[src/hdl/ipv4v_pkg.sv]
// Shared types and character constants for the IPv4 dotted-quad text validator.
// No dependencies; used by every module under hdl.
`default_nettype none

package ipv4v_pkg;

  // Field and state widths.
  localparam int TEXT_BYTE_W = 8;
  localparam int CHAR_CNT_W  = 4;
  localparam int DOT_CNT_W   = 3;
  localparam int DIGIT_CNT_W = 2;
  localparam int SEG_VAL_W   = 10;

  typedef logic [TEXT_BYTE_W-1:0] text_byte_t;
  typedef logic [CHAR_CNT_W-1:0]  char_cnt_t;
  typedef logic [DOT_CNT_W-1:0]   dot_cnt_t;
  typedef logic [DIGIT_CNT_W-1:0] digit_cnt_t;
  typedef logic [SEG_VAL_W-1:0]   seg_val_t;

  // Character codes and limits.
  localparam text_byte_t CHR_NUL  = 8'h00;
  localparam text_byte_t CHR_DOT  = 8'h2E;
  localparam text_byte_t CHR_ZERO = 8'h30;
  localparam text_byte_t CHR_NINE = 8'h39;
  localparam seg_val_t   OCTET_MAX = 10'd255;
  localparam dot_cnt_t   DOTS_IN_QUAD = 3'd3;
  localparam digit_cnt_t MAX_DIGITS   = 2'd3;

  // Verdict handed from the scanner to the output buffer.
  typedef struct packed {
    logic valid;
    logic legal;
  } verdict_t;

endpackage

`default_nettype wire

[src/hdl/ipv4v_scan.sv]
// Per-byte scanner: holds the parse state of the current string and raises a verdict
// on the terminator. Depends on ipv4v_pkg.
`default_nettype none

module ipv4v_scan #(
  parameter int MAX_TEXT_LEN = 15
) (
  input  wire logic                 clk,
  input  wire logic                 rst,
  input  wire logic                 accept,
  input  wire ipv4v_pkg::text_byte_t text_byte,
  output ipv4v_pkg::verdict_t       verdict
);

  localparam ipv4v_pkg::char_cnt_t MaxLen = ipv4v_pkg::CHAR_CNT_W'(MAX_TEXT_LEN);

  logic                  failed, failed_next;
  ipv4v_pkg::char_cnt_t  char_count, char_count_next;
  ipv4v_pkg::dot_cnt_t   dot_count, dot_count_next;
  ipv4v_pkg::digit_cnt_t digit_count, digit_count_next;
  ipv4v_pkg::seg_val_t   segment_value, segment_value_next;

  logic                is_term, is_dot, is_digit;
  ipv4v_pkg::seg_val_t seg_times_ten;
  ipv4v_pkg::seg_val_t digit_val;

  // Classify the incoming character.
  assign is_term  = (text_byte == ipv4v_pkg::CHR_NUL);
  assign is_dot   = (text_byte == ipv4v_pkg::CHR_DOT);
  assign is_digit = (text_byte >= ipv4v_pkg::CHR_ZERO) && (text_byte <= ipv4v_pkg::CHR_NINE);

  // Times ten as two shifts and an add; the sum wraps to the segment width.
  assign seg_times_ten = {segment_value[6:0], 3'b000} + {segment_value[8:0], 1'b0};
  assign digit_val     = {6'b0, text_byte[3:0]};

  // Next-state and verdict logic for one item.
  always_comb begin
    failed_next        = failed;
    char_count_next    = char_count;
    dot_count_next     = dot_count;
    digit_count_next   = digit_count;
    segment_value_next = segment_value;
    verdict.valid      = 1'b0;
    verdict.legal      = !failed && (dot_count == ipv4v_pkg::DOTS_IN_QUAD) &&
                         (digit_count != '0) && (segment_value <= ipv4v_pkg::OCTET_MAX);
    if (accept) begin
      if (is_term) begin
        verdict.valid      = 1'b1;
        failed_next        = 1'b0;
        char_count_next    = '0;
        dot_count_next     = '0;
        digit_count_next   = '0;
        segment_value_next = '0;
      end else if (!failed) begin
        if (char_count >= MaxLen) begin
          failed_next = 1'b1;
        end else if (is_dot) begin
          if ((digit_count == '0) || (segment_value > ipv4v_pkg::OCTET_MAX) ||
              (dot_count >= ipv4v_pkg::DOTS_IN_QUAD)) begin
            failed_next = 1'b1;
          end else begin
            dot_count_next     = dot_count + 1'b1;
            digit_count_next   = '0;
            segment_value_next = '0;
            char_count_next    = char_count + 1'b1;
          end
        end else if (is_digit) begin
          if (digit_count >= ipv4v_pkg::MAX_DIGITS) begin
            failed_next = 1'b1;
          end else begin
            segment_value_next = seg_times_ten + digit_val;
            digit_count_next   = digit_count + 1'b1;
            char_count_next    = char_count + 1'b1;
          end
        end else begin
          failed_next = 1'b1;
        end
      end
    end
  end

  // Parse state registers.
  always_ff @(posedge clk) begin
    if (rst) begin
      failed        <= 1'b0;
      char_count    <= '0;
      dot_count     <= '0;
      digit_count   <= '0;
      segment_value <= '0;
    end else begin
      failed        <= failed_next;
      char_count    <= char_count_next;
      dot_count     <= dot_count_next;
      digit_count   <= digit_count_next;
      segment_value <= segment_value_next;
    end
  end

`ifndef NO_ASSERTIONS
  // A string never counts more dots than a full quad needs.
  a_dot_bound: assert property (@(posedge clk) disable iff (rst)
    dot_count <= ipv4v_pkg::DOTS_IN_QUAD)
    else $error("dot count exceeded three");

  // The character count never passes the length limit.
  a_len_bound: assert property (@(posedge clk) disable iff (rst)
    char_count <= MaxLen)
    else $error("character count exceeded the limit");

  // Every verdict leaves the parse state cleared.
  a_clear_after_verdict: assert property (@(posedge clk) disable iff (rst)
    verdict.valid |=> (!failed && char_count == '0 && dot_count == '0 &&
                       digit_count == '0 && segment_value == '0))
    else $error("state not cleared after a verdict");
`endif

endmodule

`default_nettype wire

[src/hdl/ipv4v_out_buf.sv]
// Two-entry output buffer (main register plus skid) for verdicts.
// Depends on ipv4v_pkg.
`default_nettype none

module ipv4v_out_buf (
  input  wire logic                clk,
  input  wire logic                rst,
  input  wire ipv4v_pkg::verdict_t push,
  output logic                     space,
  output logic                     out_valid,
  input  wire logic                out_ready,
  output logic                     out_legal
);

  logic main_valid, skid_valid;
  logic main_legal, skid_legal;
  logic pop;

  assign pop       = main_valid && out_ready;
  assign space     = !skid_valid;
  assign out_valid = main_valid;
  assign out_legal = main_legal;

  // Control: the skid entry fills only when the main entry is held.
  always_ff @(posedge clk) begin
    if (rst) begin
      main_valid <= 1'b0;
      skid_valid <= 1'b0;
    end else if (skid_valid) begin
      if (pop) begin
        skid_valid <= 1'b0;
      end
    end else if (push.valid) begin
      if (main_valid && !pop) begin
        skid_valid <= 1'b1;
      end else begin
        main_valid <= 1'b1;
      end
    end else if (pop) begin
      main_valid <= 1'b0;
    end
  end

  // Payload: move the skid entry forward or load the new verdict.
  always_ff @(posedge clk) begin
    if (skid_valid) begin
      if (pop) begin
        main_legal <= skid_legal;
      end
    end else if (push.valid) begin
      if (main_valid && !pop) begin
        skid_legal <= push.legal;
      end else begin
        main_legal <= push.legal;
      end
    end
  end

`ifndef NO_ASSERTIONS
  // The skid entry is only occupied behind a held main entry.
  a_skid_order: assert property (@(posedge clk) disable iff (rst)
    skid_valid |-> main_valid)
    else $error("skid entry valid with main entry empty");

  // No verdict arrives while the buffer is full.
  a_no_overflow: assert property (@(posedge clk) disable iff (rst)
    push.valid |-> !skid_valid)
    else $error("verdict pushed into a full buffer");
`endif

endmodule

`default_nettype wire

[src/hdl/ipv4_text_validator.sv]
// Top level of the IPv4 dotted-quad text validator: stream ports, scanner and output buffer.
// Verdict path: a terminator's verdict is registered into the output buffer before m_axis.
// Throughput: one item per cycle; s_axis_tready drops only when both output entries are
// full, which happens after two verdicts wait unread on m_axis.
// Reset: synchronous rst clears the parse state and empties the output buffer.
// Depends on ipv4v_pkg, ipv4v_scan and ipv4v_out_buf.
`default_nettype none

module ipv4_text_validator #(
  parameter int MAX_TEXT_LEN = 15
) (
  input  wire logic       clk,
  input  wire logic       rst,
  input  wire logic       s_axis_tvalid,
  output logic            s_axis_tready,
  input  wire logic [7:0] s_axis_tdata,   // [7:0] text_byte
  output logic            m_axis_tvalid,
  input  wire logic       m_axis_tready,
  output logic [7:0]      m_axis_tdata    // [0] is_legal, [7:1] zero
);

  logic                accept;
  logic                space;
  logic                out_legal;
  ipv4v_pkg::verdict_t verdict;

  assign s_axis_tready = space;
  assign accept        = s_axis_tvalid && space;
  assign m_axis_tdata  = {7'b0, out_legal};

  // Character scanner.
  ipv4v_scan #(
    .MAX_TEXT_LEN(MAX_TEXT_LEN)
  ) u_scan (
    .clk      (clk),
    .rst      (rst),
    .accept   (accept),
    .text_byte(s_axis_tdata),
    .verdict  (verdict)
  );

  // Verdict output buffer.
  ipv4v_out_buf u_out_buf (
    .clk      (clk),
    .rst      (rst),
    .push     (verdict),
    .space    (space),
    .out_valid(m_axis_tvalid),
    .out_ready(m_axis_tready),
    .out_legal(out_legal)
  );

endmodule

`default_nettype wire

[config.mk]
export PLATFORM = sky130hd
export DESIGN_NAME = ipv4_text_validator
export DESIGN_NICKNAME = d
export VERILOG_FILES = /design/src/hdl/ipv4v_pkg.sv /design/src/hdl/ipv4v_scan.sv /design/src/hdl/ipv4v_out_buf.sv /design/src/hdl/ipv4_text_validator.sv
export SDC_FILE = /design/constraint.sdc
export NUM_CORES = 1
export LEC_CHECK = 0
export ABC_AREA = 1
export BUFFER_PORTS_ARGS = -buffer_cell sky130_fd_sc_hd__buf_2
export CAP_MARGIN = 30
export CORE_UTILIZATION = 40
export DETAILED_ROUTE_END_ITERATION = 10
export PLACE_DENSITY = 0.56
export SYNTH_ARGS = -nofsm -noshare
export SYNTH_HDL_FRONTEND = slang
export SYNTH_SLANG_ARGS = --single-unit
[constraint.sdc]
create_clock -name clk -period 2.6 [get_ports clk]
set_input_delay 0.13 -clock clk [delete_from_list [all_inputs] [get_ports clk]]
set_output_delay 0.13 -clock clk [all_outputs]
set_load 0.05 [all_outputs]
==> run_results.csv <==
group,metric,value,unit
route,postRouteAntennaNets,0,
critical_path,endpoint,"u_scan.segment_value[6]",
yosys,synth_top_area_share,22.9,%
place,dp_slack,0.516,ns
global_routing,grt_overflow,0,
timing,period_share,80.7,%
hold_path,hold_class,"primary input to register",
yosys,syn-cell-area,1920,um2
clock_tree,clkSlewWorstSetupHoldPaths,0.09,ns
place,post-place-cells,339,
yosys,synth_area_leaders,"dfxtp_1 23%, nand2_1 14%, ha_1 12%",
layout,diodes,0,
clock_tree,h-tree-depth,1,
yosys,synth_cell_type_count,33,
critical_path,ff2ff_setup_slack,0.50,ns
clock_tree,ctsResizeCount,0,
critical_path,crit-reg2reg-launch,"u_scan.segment_value[0]",
global_routing,antenna_found_initial,0,
timing,worst_slack,0.501,ns
die,die_h,71.3,um
clock_tree,root_buffer,"clkbuf_8",
timing,drv_slew,0,
critical_path,cp_data_arrival_time,2.30,ns
clock_tree,post_cts_buffers,0,
yosys,syn_area_per_cell,6.86,um2
clock_tree,clkSinkCount,24,
clock_tree,cts_buffers,3,
route,drt-initial-drc-count,65,
place,io_buffers,14,
yosys,ys_ff_latch,24,
timing,setup_tns,0,ns
layout,n_fill_cell,475,
layout,syn2layout_area_growth,6.97,%
critical_path,ff2ff_path_depth,11,
layout,finalInstanceArea,2050,um2
power_and_ir_drop,power,0.791,mW
power_and_ir_drop,max-vdd-ir-drop,0.208,mV
hold_path,hold_depth,4,
route,wirelength,3750,um
job,cap_viol_max_count,0,
timing,final_hold_viol_count,0,
layout,seq_area,500,um2
critical_path,crit_path_end_kind,"register",
place,routabilityCongestion,0.765,
die,rows,24,
critical_path,start_kind,"register",
power_and_ir_drop,p_leak,1.10,nW
route,drc,0,
timing,rsz0062_at_grt,"no",
global_routing,grt_usage,16.0,%
timing,period_minus_slack,2.10,ns
critical_path,critical_path_class,"register to register",
route,viasPerCell,4.78,
place,dp_hpwl,2950,um
die,dieWidth,71.3,um
route,routedWlPerCell,10.9,um
clock_tree,tritoncts,"yes",
route,via_count,1640,
timing,setup_viol,0,
global_routing,grt_pass1_vias,1481,
yosys,synth_top_area_cell,"dfxtp_1",
timing,max_freq,476,MHz
layout,multi_input_area,1190,um2
clock_tree,clockBufferDepth,2,
die,io_pins,22,
layout,final_nets,325,
timing,timing.hold.ws,0.147,ns
critical_path,worstSetupStartpoint,"u_scan.segment_value[0]",
global_routing,grt_start_max_net_pins,20,
die,start_util,42.9,%
timing,finClkSkew,0.00482,ns
global_routing,grt_pass1_wl,6500,um
layout,finish.utilization,45.9,%
layout,drive_gt1_share,12.4,%
critical_path,critical_path_required,2.80,ns
power_and_ir_drop,power_density,385,nW/um2
die,coreArea,4470,um2
place,dpl_cell_area,1980,um2
yosys,synth_cells,280,
layout,final_cells,343,
critical_path,r2r_end,"u_scan.segment_value[6]",
die,die_area,5080,um2
yosys,yosysWarningCount,0,
yosys,ys_seq_area_share,26.1,%
clock_tree,clock_latency,0.27,ns
run_status,status,"finished clean",
clock_tree,ctsHoldBuffers,0,
route,drtPass1Iterations,4,
critical_path,path_max_fanout,3,
[critical path: stages, from the launching register on]
cell and delay, ns:
dfxtp_1 0.36, inv_1 0.06, fa_1 0.49, inv_1 0.06, fa_1 0.47, nand3_1 0.12
nand2_1 0.06, nand2_1 0.05, nand3_1 0.06, nor2_1 0.09, nand3_1 0.08, a21oi_1 0.13
[layer usage]
layer / vias to the layer above / global-route usage (%) / share of wire [%]
li1: 897 / - / -
met1: 730 / 22.2 / 53
met2: 11 / 26.6 / 45
met3: 2 / 1.69 / 1.3
met4: 0 / 4.67 / 0.61
met5: - / 0 / 0
[synthesized netlist by cell type]
master,instances
a21oi_1,19
ha_1,19
or2_0,1
nand2_2,4
nor3_2,1
inv_1,42
nand4_1,6
conb_1,1
nor3_1,1
nor2_2,5
edfxtp_1,2
xnor2_1,3
buf_6,2
clkbuf_1,1
nand3b_1,5
nand2_1,70
a21o_1,1
fa_1,2
nor2_4,1
nor2_8,1
buf_4,8
nand3_1,16
buf_2,1
inv_2,1
nand4_2,1
o21ai_0,6
nand3_2,1
dfxtp_1,22
nor2_1,31
buf_1,1
xor2_1,2
nand2_4,2
nand3_4,1
[how the worst min path moves through the flow]
stage                     from                       to  slack, ns
2_1_floorplan  s_axis_tdata[0]  u_scan.segment_value[0]       0.29
3_3_place_gp     m_axis_tready     u_out_buf.skid_valid       0.43
3_5_place_dp     m_axis_tready     u_out_buf.skid_valid       0.44
4_1_cts          m_axis_tready     u_out_buf.skid_valid       0.14
5_1_grt          m_axis_tready     u_out_buf.skid_valid       0.17
6_report         m_axis_tready     u_out_buf.skid_valid       0.15
[final cells by class]
cell class | instances | area share, %
clock buffer | 3 | 2.01
multi-input combinational | 206 | 57.7
timing repair buffer | 14 | 3.41
inverter | 43 | 7.86
clock inverter | 1 | 1.46
tap | 52 | 3.17
sequential | 24 | 24.4
[layout by cell type (no fill, tap or decap)]
cell type  Yosys  layout
nand2_1       70      70
inv_1         42      42
nor2_1        31      31
dfxtp_1       22      22
a21oi_1       19      19
ha_1          19      19
nand3_1       16      16
buf_2          1      14
conb_1         1       7
o21ai_0        6       6
nand4_1        6       6
nor2_2         5       5
nand3b_1       5       5
nand2_2        4       4
xnor2_1        3       3
clkbuf_8       0       3
nand2_4        2       2
xor2_1         2       2
fa_1           2       2
edfxtp_1       2       2
nor2_8         1       1
nor2_4         1       1
nor3_2         1       1
nand3_2        1       1
inv_2          1       1
nand3_4        1       1
nand4_2        1       1
a21o_1         1       1
or2_0          1       1
nor3_1         1       1
bufinv_16      0       1
[power by group]
part / switching [mW] / leakage (nW) / internal, mW
logic: 0.0647 / 0.873 / 0.0212
registers: 0.00170 / 0.194 / 0.374
clock network: 0.124 / 0.0357 / 0.206
[sequential cells by signal, summed over array words and instances (netlist names)]
signal,count
u_out_buf.out_legal,1
u_out_buf.out_valid,1
u_out_buf.skid_legal,1
u_out_buf.skid_valid,1
u_scan.char_count,4
u_scan.digit_count,2
u_scan.dot_count,3
u_scan.failed,1
u_scan.segment_value,10
[kinds of logic after synthesis]
logic type,share of synthesized area (%)
and+or+nand+nor,36.7
adders and majority gates,14.5
buffers and inverters,13.4
other,0.195
AOI/OAI and AO/OA,6.91
DFF,26.1
xor gates and xnor gates,2.28
(Power assumes the default switching activity.)
